## config.mk

```make
export PLATFORM = sky130hd
export DESIGN_NAME = gf5_ram
export DESIGN_NICKNAME = d
export VERILOG_FILES = /design/src/design/gf5_ram.sv
export SDC_FILE = /design/constraint.sdc
export NUM_CORES = 2
export LEC_CHECK = 0
export BUFFER_PORTS_ARGS = -buffer_cell sky130_fd_sc_hd__clkbuf_2
export CORE_ASPECT_RATIO = 1.5
export CORE_MARGIN = 5
export CORE_UTILIZATION = 30
export DETAILED_ROUTE_END_ITERATION = 10
export REMOVE_ABC_BUFFERS = 1
export SETUP_SLACK_MARGIN = 0.15
export SLEW_MARGIN = 20
export SYNTH_ARGS = -nofsm -noshare
export SYNTH_HDL_FRONTEND = slang
export SYNTH_SLANG_ARGS = --single-unit
export TNS_END_PERCENT = 100
```

## constraint.sdc

```tcl
create_clock -name clock -period 3.45 [get_ports clock]
set_input_delay 0.1725 -clock clock [delete_from_list [all_inputs] [get_ports clock]]
set_output_delay 0.1725 -clock clock [all_outputs]
set_load 0.05 [all_outputs]
```

## src/design/gf5_ram.sv

```systemverilog
// ----------------------------------------------------------------------------
// gf5_ram: generic single write, single read RAM
// One write port and one read port, read data registered, old data returned
// on a read of the address being written.
// ----------------------------------------------------------------------------
module gf5_ram #(
   parameter int WIDTH = 8,
   parameter int DEPTH = 256
) (
   input  logic                     clock,
   input  logic                     wr_en,
   input  logic [$clog2(DEPTH)-1:0] wr_addr,
   input  logic [WIDTH-1:0]         wr_data,
   input  logic                     rd_en,
   input  logic [$clog2(DEPTH)-1:0] rd_addr,
   output logic [WIDTH-1:0]         rd_data
);

   logic [WIDTH-1:0] mem [DEPTH];
   logic [WIDTH-1:0] rd_data_ff;

   always_ff @(posedge clock) begin
      if (wr_en) begin
         mem[wr_addr] <= wr_data;
      end
      if (rd_en) begin
         rd_data_ff <= mem[rd_addr];
      end
   end

   assign rd_data = rd_data_ff;

endmodule

```

==> out/summary.txt <==
Post-Synth Adder-Cell Area - 0%
P&R area growth vs syn - 15.7%
Initial antenna violation count - 7
Pwr dens - 543 nW/µm²
Core Region - 264000 µm²
Fin area - 92100 µm²
Clock transition at the registers of the reported paths - 0.07 ns
Hold endpoint - mem[167][0]
Worst-Margin Slew - 1.08 ns
Chip Width - 431 µm
Status - finished, final reports clean
Worst setup EP type - flip-flop
WS Path Type - flip-flop to flip-flop
Fin crit share - 93.7%
Startpoint types - flip-flop
Ys flop type - edfxtp_1
Final Util - 34.9%
Mux cell area share after synthesis - 14.6%
Synth Area in Compound Gates - 3.42%
Number of synthesized flops with an enable pin - 2056
RR Endpoint - rd_data[5]
Final Setup Violations - 0
Synth top area cells - edfxtp_1, mux4_2, mux2i_1
First-pass GRT wire length - 297000 µm
Max-slew violation count - 0
WP buf/inv - 0
Routed vias/inst - 5.01
Largest family of logic cells by synthesized area - multiplexers
Final HPWL DP - 136000 µm
CTS tree - done
Share of the synthesized area in the top cell type - 77.5%
Critical R2R Launch - mem[210][5]
Simple-Gate Fraction of Synth Area - 2.63%
IO Count - 35
Clock Path Buffers - 4
Overall routing resource usage - 14.7%
Synthesis-stage register bit count - 2056
Hold Path Cell Cnt - 4
Sink Count - 2056
CP Cell Sequence - mux4_2 > a22o_1 > a221oi_1 > o32ai_1 > nor3_2 > nor4_1
Layout cells sized above 1 - 27.3%
Mapped Area - 79600 µm²
Post-Place Cell Area - 86400 µm²
Crit path max-delay cell type - a221oi_1
Type of the worst min-delay path - input pin to flip-flop
Nets@finish - 4143
Worst Min Path Start - wr_addr[1]
Critical Path Start - mem[210][5]
Asr flop ratio synth - 0%
Peak VDD IR - 0.359 mV
Cell taking the most area after synthesis - edfxtp_1
Final setup margin - 0.216 ns
Yosys cell types - 54
Most frequent cells after synthesis - edfxtp_1, mux4_2, nor2_1
Crit path time final - 3.23 ns
# DRC - 0
Pleak - 28.4 nW
Max-cap violations - 0
Worst R2R Setup Slack - 0.22 ns
Die H - 641 µm
CTS root buf - clkbuf_16
CP Max Fanout - 1
RSZ-0062 raised after global routing - false
Routed Antenna Nets - 0
Wire length per cell - 26.6 µm
Mean Syn Cell Area - 21.3 µm²
Grt total ovfl - 0
First-pass detailed-route iteration total - 5
Initial core utilization - 30.1%
Final GP Congestion - 0.822
Number of global-route vias before repair - 40600
Post CTS Setup Buffer Count - 0
Fmax - 0.309 GHz
Req. time, crit path - 3.98 ns
Worst-Skew Late Latency - 0.83 ns
Port bufs - 34
Via count - 38800
CTS H-tree lvls - 4
Crit-path max cell delay - 0.84 ns
Final setup skew - 0.0540 ns
Hold Fails Final Rpt - 0
Worst slack at placement - -0.361 ns
Arr. time, crit path - 3.77 ns
Routed wire length - 207000 µm
Cts bufs inserted - 177
Top Family by Delay on Critical Path - compound AO/OA/AOI/OAI gates
FP Rows - 231
Max-slew headroom - 28.0%
Cell count of the worst reg-to-reg path - 6
Pin count of the biggest net entering global routing - 125
Seq/Total Area, Yosys - 77.5%
Syn Inst Count - 3733
Die ar. - 276000 µm²
First DRT Iteration DRCs - 3634
Synth Area in XOR/XNOR - 0%
Crit. path cell count - 6
Ys Warns - 0
Cell with the most instances after synthesis - edfxtp_1
layout by cell type (no fill, tap or decap), types with 12 or more instances in the layout:
cell type  Yosys  routed
clkbuf_16      0     179
clkbuf_1     111      18
o221ai_1      46      46
edfxtp_1    2056    2056
buf_4         27     356
a211oi_1      16      16
mux2i_1      134     134
clkbuf_2       0      22
a22oi_1      133     133
a21oi_1       96      96
nor3_1        22      19
clkinv_2       0      27
nor2_1       282     279
mux4_2       454     454
o22ai_1       28      28
nand2_1       33      33
nor2b_1       31      28
buf_12         8      40
nor4_1        24      22
clkinv_1       1      43
nand3_1       34      34
a221oi_1      13      12
bufinv_16      0      18
metal layers:
layer	up-vias	wire [µm]	track usage, %
met5	-	44	0
met4	6	9030	6.00
met3	365	8740	1.69
met2	1171	115000	28.0
met1	20800	73900	16.4
li1	16400	-	-
per-stage QoR:
stage / cells / hold slack (ns) / power, mW / setup TNS [ns]
detailed placement: 7423 / 0.656 / 30.9 / -0.691
finish: 7750 / 0.107 / 50.0 / 0
global placement: 7421 / 0.644 / 30.8 / -2.26
CTS: 7743 / 0.0520 / 50.5 / 0
floorplan: 3500 / 0.271 / 29.1 / 0
global route: 7744 / 0.108 / 51.5 / 0
state kept, by name, summed over array words and instances (netlist names):
| register | cells |
|---|---|
| rd_data | 8 |
| mem | 2048 |
timing repair:
item | 4_1_cts | 5_1_grt
hold buffers | 9 | 0
endpoints found under the setup margin | 1 | 0
gates resized for setup | 1 | 0
hold endpoints to repair | 540 | 0
where the power goes:
| group | leakage, nW | switching, mW | internal [mW] | total, mW |
|---|---|---|---|---|
| Combinational | 7.20 | 1.74 | 0.969 | 2.71 |
| Clock | 2.75 | 8.87 | 10.9 | 19.8 |
| Sequential | 18.5 | 0.0358 | 27.5 | 27.6 |
| Total | 28.4 | 10.6 | 39.4 | 50.0 |
logic make-up after synthesis:
| group | Yosys count |
|---|---|
| AND/OR/NAND/NOR | 466 |
| AO/OA/AOI/OAI | 385 |
| flip-flops | 2056 |
| multiplexers | 591 |
| buffers and inverters | 235 |
how the worst max path moves through the flow:
| stage | to |
|---|---|
| 2_1_floorplan | rd_data[6] |
| 3_3_place_gp | rd_data[3] |
| 3_5_place_dp | rd_data[3] |
| 4_1_cts | rd_data[5] |
| 5_1_grt | rd_data[5] |
| 6_report | rd_data[5] |
final cells by class:
class / instances / area (µm²)
tap: 3495 / 4370
antenna: 7 / 17.5
timing repair buffer: 437 / 3820
fill: 24500 / 172000
clock inverter: 114 / 1090
sequential: 2056 / 61700
inverter: 2 / 7.51
clock buffer: 197 / 4550
multi-input combinational: 1442 / 16500
tightest hold or removal path: stages:
cell      delay (ns)
clkbuf_2        0.18
nand3_1         0.16
nor2_1          0.06
buf_4           0.18
Note: power is estimated with default switching activity, not from simulation.
