## src/design/gf5_pkg.sv

```systemverilog
// ----------------------------------------------------------------------------
// gf5_pkg: shared types and constants for the 5x5 Gaussian image filter
// Pixel and dimension widths, kernel weights, normalisation constants,
// register indexes and the pipeline record handed from the input stage.
// ----------------------------------------------------------------------------
package gf5_pkg;

   localparam int PIX_W     = 8;
   localparam int DIM_W     = 8;
   localparam int CSR_IDX_W = 1;
   localparam int ROWS      = 5;
   localparam int COLS      = 5;
   localparam int KERN_W    = 4;
   localparam int COLSUM_W  = 14;
   localparam int SUM_W     = 16;
   localparam int PROD_W    = 24;

   localparam int NORM_MUL   = 32767 / 159;
   localparam int NORM_SHIFT = 15;

   localparam int MAX_WIDTH_DEF = 256;

   localparam logic [DIM_W-1:0] DIM_MIN   = 8'd5;
   localparam logic [DIM_W-1:0] DIM_RESET = 8'd128;

   localparam logic KIND_PIXEL = 1'b0;

   localparam logic [CSR_IDX_W-1:0] CSR_WIDTH  = 1'd0;
   localparam logic [CSR_IDX_W-1:0] CSR_HEIGHT = 1'd1;

   typedef logic [ROWS-1:0][PIX_W-1:0]  col_type;
   typedef logic [ROWS-1:0][KERN_W-1:0] wgt_col_type;

   typedef struct packed {
      logic             shift;
      logic             emit;
      logic             border;
      logic             last;
      logic [1:0]       bank;
      logic [PIX_W-1:0] pix;
   } stage_type;

   localparam wgt_col_type KERN_EDGE = {4'd2, 4'd4, 4'd5, 4'd4, 4'd2};
   localparam wgt_col_type KERN_NEAR = {4'd4, 4'd9, 4'd12, 4'd9, 4'd4};
   localparam wgt_col_type KERN_MID  = {4'd5, 4'd12, 4'd15, 4'd12, 4'd5};

   function automatic wgt_col_type kern_column(input int column);
      wgt_col_type w;
      if (column == 0 || column == COLS - 1) begin
         w = KERN_EDGE;
      end else if (column == 1 || column == COLS - 2) begin
         w = KERN_NEAR;
      end else begin
         w = KERN_MID;
      end
      return w;
   endfunction

endpackage

```

## src/design/gf5_cell.sv

```systemverilog
// ----------------------------------------------------------------------------
// gf5_cell: one window column of the filter
// Holds five pixels of one column, passes them to the older neighbour on each
// shift and keeps the kernel-weighted sum of the column it holds.
// ----------------------------------------------------------------------------
module gf5_cell (
   input  logic                             clock,
   input  logic                             shift_en,
   input  gf5_pkg::wgt_col_type             col_weight,
   input  gf5_pkg::col_type                 col_in,
   output gf5_pkg::col_type                 col_out,
   output logic [gf5_pkg::COLSUM_W-1:0]     colsum_out
);

   gf5_pkg::col_type                 col_ff;
   logic [gf5_pkg::COLSUM_W-1:0]     colsum_ff;
   logic [gf5_pkg::COLSUM_W-1:0]     colsum_in;

   always_comb begin
      colsum_in = '0;
      for (int i = 0; i < gf5_pkg::ROWS; i++) begin
         colsum_in = colsum_in
                   + gf5_pkg::COLSUM_W'(col_weight[i]) * gf5_pkg::COLSUM_W'(col_in[i]);
      end
   end

   always_ff @(posedge clock) begin
      if (shift_en) begin
         col_ff    <= col_in;
         colsum_ff <= colsum_in;
      end
   end

   assign col_out    = col_ff;
   assign colsum_out = colsum_ff;

endmodule

```

## config.mk

```make
export PLATFORM = sky130hd
export DESIGN_NAME = gf5_cell
export DESIGN_NICKNAME = d
export VERILOG_FILES = /design/src/design/gf5_pkg.sv /design/src/design/gf5_cell.sv
export SDC_FILE = /design/constraint.sdc
export NUM_CORES = 1
export LEC_CHECK = 0
export BUFFER_PORTS_ARGS = -buffer_cell sky130_fd_sc_hd__buf_2
export CAP_MARGIN = 20
export CORE_UTILIZATION = 39
export CTS_BUF_LIST = sky130_fd_sc_hd__clkbuf_2
export DETAILED_ROUTE_END_ITERATION = 12
export PLACE_DENSITY = 0.67
export SYNTH_ARGS = -nofsm -noshare
export SYNTH_HDL_FRONTEND = slang
export SYNTH_SLANG_ARGS = --single-unit
```

## constraint.sdc

```tcl
create_clock -name clock -period 6.85 [get_ports clock]
set_input_delay 0.685 -clock clock [delete_from_list [all_inputs] [get_ports clock]]
set_output_delay 0.685 -clock clock [all_outputs]
set_load 0.1 [all_outputs]
```

==> results of run 1 <==
[per-stage QoR]
| stage | util [%] | hold WS, ns | std cells | area, um^2 |
|---|---|---|---|---|
| after floorplan | - | 0.7839 | 619 | 6784 |
| after global placement | 45.60 | 0.9208 | 955 | 7642 |
| after detailed placement | 45.60 | 0.9248 | 955 | 7642 |
| after CTS | 45.81 | 0.3477 | 962 | 7677 |
| after global routing | 45.82 | 0.3429 | 963 | 7680 |
| final | 45.82 | 0.4056 | 963 | 7680 |
[final cells by class]
cell class | count | area, um^2
sequential | 54 | 1622
multi-input combinational | 410 | 4581
antenna | 1 | 2.502
tap | 220 | 275.3
timing repair buffer | 116 | 583.1
inverter | 155 | 581.8
clock buffer | 7 | 35.03
fill | 1601 | 9080
[worst max-delay path, delay by kind of cell]
kind / cells / cell delay (ns)
AO/OA/AOI/OAI: 3 / 0.87
buffers and inverters: 5 / 0.35
adder cells (fa/ha/maj): 8 / 3.88
AND/OR/NAND/NOR: 2 / 0.35
[metal layers]
layer / vias up / part of all wire, %
met4: 0 / 0.87
met2: 91 / 50
met5: - / 0
met1: 2248 / 44
li1: 2120 / -
met3: 5 / 4.5
[cell usage in the layout (no fill, tap or decap), types with 2 or more instances in the layout]
cell	count
sky130_fd_sc_hd__nor2_1	8
sky130_fd_sc_hd__ha_1	52
sky130_fd_sc_hd__fa_1	134
sky130_fd_sc_hd__and2_1	96
sky130_fd_sc_hd__xor2_1	3
sky130_fd_sc_hd__xnor2_1	3
sky130_fd_sc_hd__a21oi_1	6
sky130_fd_sc_hd__a21o_1	4
sky130_fd_sc_hd__clkbuf_2	7
sky130_fd_sc_hd__nand2_1	71
sky130_fd_sc_hd__edfxtp_1	54
sky130_fd_sc_hd__inv_1	155
sky130_fd_sc_hd__o21ai_0	8
sky130_fd_sc_hd__nor2b_1	2
sky130_fd_sc_hd__nand4_1	3
sky130_fd_sc_hd__buf_2	115
sky130_fd_sc_hd__a211oi_1	3
[how the worst max path moves through the flow]
stage | startpoint | end | slack, ns | cells after the start
floorplan | col_in[34] | colsum_out[11] | 0.95 | 18
global placement | col_weight[17] | colsum_out[11] | 0.54 | 19
detailed placement | col_weight[17] | colsum_out[11] | 0.52 | 19
CTS | col_weight[17] | colsum_out[11] | 1.14 | 19
global route | col_weight[17] | colsum_out[11] | 0.83 | 19
finish | col_weight[17] | colsum_out[13] | 1.02 | 18
[cell families after synthesis]
group | synth area share (%)
flip-flops | 23.90
buffers and inverters | 8.576
AND/OR/NAND/NOR | 14.13
XOR/XNOR | 0.7748
adder cells (fa/ha/maj) | 49.13
AO/OA/AOI/OAI | 3.486
[registers in the layout, indices dropped and copies added (netlist names)]
name	cells
col_out	40
colsum_out	14
==> qor.csv, run 1 <==
metric,value,unit
routability cong.,0.8540,
count of buffers inserted at the top-level ports,115,
average size of a mapped cell,10.96,um^2
"top cells by count, synth","sky130_fd_sc_hd__inv_1, sky130_fd_sc_hd__fa_1, sky130_fd_sc_hd__and2_1, sky130_fd_sc_hd__nand2_1, sky130_fd_sc_hd__edfxtp_1",
wire length of the first global-routing pass,23690,um
clock tree from TritonCTS,built,
Crit Path Max Fanout,8,
cell depth of the worst hold path,1,
endpoint kind of the worst setup timing path,flip-flop,
slew at the pin closest to its max-slew limit,0.7382,ns
Pins Over Slew Limit,0,
DPL Wire Length,11990,um
summed negative setup slack over all endpoints,0,ns
total number of vias,4464,
DIE AREA,0.01793,mm^2
starting DRC count in detailed routing,224,
Post-DRT Antenna Nets,0,
synthesized instance count,619,
post-CTS clock slew at the launch and capture registers of the worst setup and hold paths,0.31,ns
number of placement rows,47,
core outline area,0.01676,mm^2
GRT met2 Usage,29.07,%
arrival time of data at the critical path endpoint,6.15,ns
dominant register cell in the synthesized netlist,sky130_fd_sc_hd__edfxtp_1,
average wire per standard cell,14.46,um
minimum clock period after layout,5.827,ns
start-to-end type of the worst setup path,in2reg,
portion of the post-synthesis area used by sequential elements,23.90,%
fraction of synthesis flops using an asynchronous set or reset pin,0,%
net count after synthesis,867,
endpoints failing hold,0,
proportion of netlist area held by the largest area contributor,39.54,%
Initial Util,40.48,%
maximum operating frequency,0.1716,GHz
most frequent CP cell,sky130_fd_sc_hd__fa_1,
HP Class,in2reg,
number of post-CTS setup repair buffers,0,
root buffer cell,sky130_fd_sc_hd__clkbuf_2,
Relative slew margins,50.79,%
All-Layer GR Usage,17.32,%
number of antenna violations at the first check in global routing,1,
synthesized area,0.006784,mm^2
number of levels in the clock H-tree,2,
DR pass1 iterations,5,
GR met1 Demand/Resource,23.74,%
maximum clock insertion buffer count,2,
warning count from the yosys run,0,
clock buffer count from CTS,5,
number of failing setup endpoints in the final timing report,0,
DR DRC count,0,
RSZ-0062 raised after global routing,false,
Yosys reg bits,54,
Startpoint Class,input pin,
Die Height,133.9,um
cell accounting for the most synthesized area,sky130_fd_sc_hd__fa_1,
vias per cell,4.636,
grt total ovfl,0,
count of clock tree sinks,54,
met3 layer usage reported by global route,2.759,%
vias in the first global route,4693,
worst setup slack after placement,0.5162,ns
Resized cells post-CTS,0,
required time of the critical path,7.17,ns
final worst path period share,85.07,%
post-detailed-routing wire length,13920,um
result of the run,"finished, final reports clean",
list of cells traversed by the critical path,"buf_2, and2_1, fa_1, inv_1, fa_1, inv_1, fa_1, fa_1, fa_1, fa_1, inv_1, fa_1, inv_1, ha_1, o21ai_0, o21ai_0, nand2_1, o311ai_0",
slowest cell on the critical path,sky130_fd_sc_hd__fa_1,
synth-to-layout area growth,13.21,%
hold path startpoint,col_in[9],
count of distinct cell types in the synthesized netlist,32,
WHS Endpoint,col_out[9],
maximum number of pins on one net before global-route repair,55,
busiest layer in global routing,met2,
delay contributed by the slowest stage of the critical path,0.59,ns
Final Worst Setup Slack,1.023,ns
"EDFF count, synth",54,
floorplan die width,133.9,um
most frequently used cell type in the post-synthesis netlist,sky130_fd_sc_hd__inv_1,
# Max-Cap Violations,0,
Final nets,990,
io pins,116,
share of cells above drive strength 1,16.98,%
"Hold-fix buffers, CTS",0,
biggest area contributors in the synthesized netlist,"sky130_fd_sc_hd__fa_1, sky130_fd_sc_hd__edfxtp_1, sky130_fd_sc_hd__ha_1",
Power of run 1 is left out: the tool's default activity adds up to more than one toggle a clock period on the data nets, which glitch-free logic cannot reach.
==> inputs of run 2 (changes only) <==
clock period = 6.1 ns   (was 6.85 ns; I/O delays follow)
==> qor.csv, run 2 (synthesis gave the netlist of run 1 again) <==
metric,value,unit,change
Relative slew margins,52.38,%,+1.6 points
final worst path period share,91.57,%,
number of antenna violations at the first check in global routing,1,,unchanged
All-Layer GR Usage,17.80,%,+0.49 points
Startpoint Class,input pin,,
Crit Path Max Fanout,6,,-2
DR DRC count,0,,unchanged
top cell family by delay on the critical path,adder cells,,
synth-to-layout area growth,16.08,%,
maximum number of pins on one net before global-route repair,55,,unchanged
HP Class,in2reg,,
post-CTS clock slew at the launch and capture registers of the worst setup and hold paths,0.31,ns,about the same
core outline area,0.01676,mm^2,unchanged
worst path bufs/invs,6,,+1
number of post-CTS setup repair buffers,0,,unchanged
starting DRC count in detailed routing,160,,-29%
share of cells above drive strength 1,19.79,%,+2.8 points
number of failing setup endpoints in the final timing report,0,,unchanged
Critical path origin,col_weight[17],,
WHS Endpoint,col_out[36],,
average wire per standard cell,14.63,um,+1.2%
clock buffer count from CTS,5,,unchanged
hold path startpoint,col_in[36],,
arrival time of data at the critical path endpoint,5.93,ns,-0.22 ns
Resized cells post-CTS,0,,unchanged
number of levels in the clock H-tree,2,,unchanged
"Hold-fix buffers, CTS",0,,unchanged
wire length of the first global-routing pass,24220,um,+2.2%
start-to-end type of the worst setup path,in2reg,,
delay contributed by the slowest stage of the critical path,0.54,ns,-0.05 ns
root buffer cell,sky130_fd_sc_hd__clkbuf_2,,
most frequent CP cell,sky130_fd_sc_hd__fa_1,,
vias in the first global route,4871,,+3.8%
Pins Over Slew Limit,0,,unchanged
result of the run,"finished, final reports clean",,
count of buffers inserted at the top-level ports,115,,unchanged
"commonest cells after routing, fill and taps aside","sky130_fd_sc_hd__inv_1, sky130_fd_sc_hd__fa_1, sky130_fd_sc_hd__buf_2, sky130_fd_sc_hd__and2_1, sky130_fd_sc_hd__nand2_1",,
Filler cells,1568,,-2.1%
minimum clock period after layout,5.586,ns,
max FFs per register,40,,unchanged
required time of the critical path,6.45,ns,-0.72 ns
post-detailed-routing wire length,14470,um,+3.9%
vias per cell,4.629,,-0.14%
Post-DRT Antenna Nets,0,,unchanged
clock tree from TritonCTS,built,,
Initial Util,40.48,%,unchanged
slowest cell on the critical path,sky130_fd_sc_hd__fa_1,,
count of clock tree sinks,54,,unchanged
Final nets,1016,,+2.6%
maximum operating frequency,0.1790,GHz,
"most common cell after layout, fill and taps aside",sky130_fd_sc_hd__inv_1,,
routability cong.,0.8437,,-1.2%
total number of vias,4578,,+2.6%
maximum clock insertion buffer count,2,,unchanged
list of cells traversed by the critical path,"buf_2, buf_4, and2_1, fa_1, inv_1, fa_1, inv_1, fa_1, inv_1, fa_1, inv_1, fa_1, fa_1, fa_1, ha_1, a21oi_1, o21ai_0, a2111oi_0, o21ai_0, o311ai_0",,
io pins,116,,unchanged
number of placement rows,47,,unchanged
grt total ovfl,0,,unchanged
floorplan die width,133.9,um,unchanged
endpoint kind of the worst setup timing path,flip-flop,,
DR pass1 iterations,4,,-1
endpoints failing hold,0,,unchanged
cell depth of the worst hold path,1,,unchanged
tightest hold margin,0.3061,ns,-0.09944 ns
Die Height,133.9,um,unchanged
slew at the pin closest to its max-slew limit,0.7142,ns,-0.02392 ns
DPL Wire Length,12520,um,+4.4%
RSZ-0062 raised after global routing,false,,
DIE AREA,0.01793,mm^2,unchanged
# Max-Cap Violations,0,,unchanged
==> run 2: metrics by stage <==
stage          setup WS [ns]  area (um^2)  utilization (%)  instances  setup TNS (ns)
3_3_place_gp        -0.02186         7838            46.76        981        -0.02186
5_1_grt               0.2164         7875            46.99        989               0
2_1_floorplan         0.2759         6784                -        619               0
3_5_place_dp        -0.06160         7838            46.76        981         -0.1371
6_report              0.5142         7875            46.99        989               0
4_1_cts               0.5513         7873            46.97        988               0
==> run 2: how the worst max path moves through the flow <==
stage | endpoint | cells past startpoint
3_5_place_dp | colsum_out[13] | 18
5_1_grt | colsum_out[13] | 20
3_3_place_gp | colsum_out[11] | 19
6_report | colsum_out[13] | 20
4_1_cts | colsum_out[13] | 20
2_1_floorplan | colsum_out[11] | 18
==> run 2: metal layers <==
metal,wire (um),GRT usage (%),up-vias
met1,6211,23.65,2291
met2,7252,29.88,102
met3,748,3.175,14
li1,-,-,2171
met4,257,4.987,0
met5,0,0,-
==> run 2: final cells by class <==
class	instances	area [um^2]	area share [%]
tap	220	275.3	3.495
inverter	155	581.8	7.388
sequential	54	1622	20.59
timing repair buffer	142	778.2	9.882
multi-input combinational	410	4581	58.17
antenna	1	2.502	0.03178
clock buffer	7	35.03	0.4449
Power of run 2 is left out for the same reason.
==> inputs of run 3 (changes only) <==
CORE_UTILIZATION = 60   (was 39)
CTS_CLUSTER_DIAMETER = 150   (was not set)
PLACE_DENSITY = 0.92   (was 0.67)
clock period = 6.6 ns   (was 6.1 ns; I/O delays follow)
==> qor.csv, run 3 (synthesis gave the netlist of run 1 again) <==
metric,value,unit,change
maximum number of pins on one net before global-route repair,55,,unchanged
maximum operating frequency,0.1694,GHz,
Final nets,990,,-2.6%
required time of the critical path,6.90,ns,+0.45 ns
HP Class,in2reg,,
maximum clock insertion buffer count,2,,unchanged
vias per cell,5.543,,+20%
utilization after layout,69.63,%,+23 points
core outline area,0.01094,mm^2,-35%
clock tree from TritonCTS,built,,
result of the run,"finished, final reports clean",,
Post-DRT Antenna Nets,0,,unchanged
number of failing setup endpoints in the final timing report,0,,unchanged
summed negative setup slack over all endpoints,0,ns,unchanged
Resized cells post-CTS,0,,unchanged
wire length of the first global-routing pass,25550,um,+5.5%
DPL Wire Length,12860,um,+2.7%
number of post-CTS setup repair buffers,0,,unchanged
slew at the pin closest to its max-slew limit,0.7078,ns,-0.006475 ns
DIE AREA,0.01174,mm^2,-35%
"Hold-fix buffers, CTS",0,,unchanged
routability cong.,0.9317,,+10%
starting DRC count in detailed routing,299,,+87%
"most common cell after layout, fill and taps aside",sky130_fd_sc_hd__inv_1,,
floorplan die width,108.3,um,-19%
RSZ-0062 raised after global routing,false,,
average wire per standard cell,17.35,um,+19%
minimum clock period after layout,5.903,ns,
root buffer cell,sky130_fd_sc_hd__clkbuf_2,,
DR pass1 iterations,5,,+1
clock buffer count from CTS,5,,unchanged
share of cells above drive strength 1,17.09,%,-2.7 points
endpoints failing hold,0,,unchanged
final worst path period share,89.44,%,
max FFs per register,40,,unchanged
tightest hold margin,0.3712,ns,+0.06505 ns
number of antenna violations at the first check in global routing,1,,unchanged
count of clock tree sinks,54,,unchanged
number of levels in the clock H-tree,2,,unchanged
io pins,116,,unchanged
All-Layer GR Usage,29.30,%,+11 points
post-detailed-routing wire length,15330,um,+6.0%
DR DRC count,0,,unchanged
synth-to-layout area growth,12.25,%,
Pins Over Slew Limit,0,,unchanged
count of buffers inserted at the top-level ports,115,,unchanged
Crit Path Max Fanout,8,,+2
post-CTS clock slew at the launch and capture registers of the worst setup and hold paths,0.30,ns,about the same
endpoint kind of the worst setup timing path,flip-flop,,
Initial Util,62.04,%,+22 points
start-to-end type of the worst setup path,in2reg,,
"commonest cells after routing, fill and taps aside","sky130_fd_sc_hd__inv_1, sky130_fd_sc_hd__fa_1, sky130_fd_sc_hd__buf_2, sky130_fd_sc_hd__and2_1, sky130_fd_sc_hd__nand2_1",,
# Max-Cap Violations,0,,unchanged
Relative slew margins,52.82,%,+0.43 points
grt total ovfl,0,,unchanged
number of placement rows,38,,-19%
Die Height,108.3,um,-19%
Filler cells,754,,-52%
Startpoint Class,input pin,,
vias in the first global route,5584,,+15%
arrival time of data at the critical path endpoint,6.20,ns,+0.27 ns
total number of vias,4900,,+7.0%
run 3: cell type report:
cell class	instances	area [um^2]	area share, %
multi-input cells	410	4581	60.15
flip-flops and latches	54	1622	21.29
repair buffers	116	583.1	7.657
inverters	155	581.8	7.640
well taps	140	175.2	2.300
clock inverters	3	45.04	0.5915
clock buffers	5	25.02	0.3286
diodes	1	2.502	0.03286
run 3: critical path: stages:
cell,delay (ns)
sky130_fd_sc_hd__buf_2,0.16
sky130_fd_sc_hd__and2_1,0.17
sky130_fd_sc_hd__fa_1,0.54
sky130_fd_sc_hd__inv_1,0.06
sky130_fd_sc_hd__fa_1,0.49
sky130_fd_sc_hd__fa_1,0.53
sky130_fd_sc_hd__inv_1,0.07
sky130_fd_sc_hd__fa_1,0.49
sky130_fd_sc_hd__fa_1,0.50
sky130_fd_sc_hd__inv_1,0.06
sky130_fd_sc_hd__fa_1,0.46
sky130_fd_sc_hd__fa_1,0.50
sky130_fd_sc_hd__inv_1,0.05
sky130_fd_sc_hd__ha_1,0.34
sky130_fd_sc_hd__a211oi_1,0.33
sky130_fd_sc_hd__o21ai_0,0.21
sky130_fd_sc_hd__a31oi_1,0.35
sky130_fd_sc_hd__o21ai_1,0.12
sky130_fd_sc_hd__xor2_1,0.15
run 3: final timing paths:
path	start	end	slack, ns	cells after the start
setup / recovery	col_weight[17]	colsum_out[11]	0.70	19
hold / removal	col_in[8]	col_out[8]	0.37	1
run 3: layer usage:
metal  share of wire [%]  vias up  GRT usage (%)
met5                   0        -              0
met4                 6.1        0          18.05
met3                 7.3       92          4.581
met2                  52      267          50.45
met1                  34     2423          34.56
li1                    -     2118              -
run 3: per-stage QoR:
stage	area, um^2	std cells	setup WS [ns]
after global placement	7542	875	0.3690
after detailed placement	7542	875	0.1643
after global routing	7615	884	0.4674
after CTS	7612	883	0.7206
final	7615	884	0.6969
after floorplan	6784	619	0.7259
Power of run 3 is left out for the same reason.
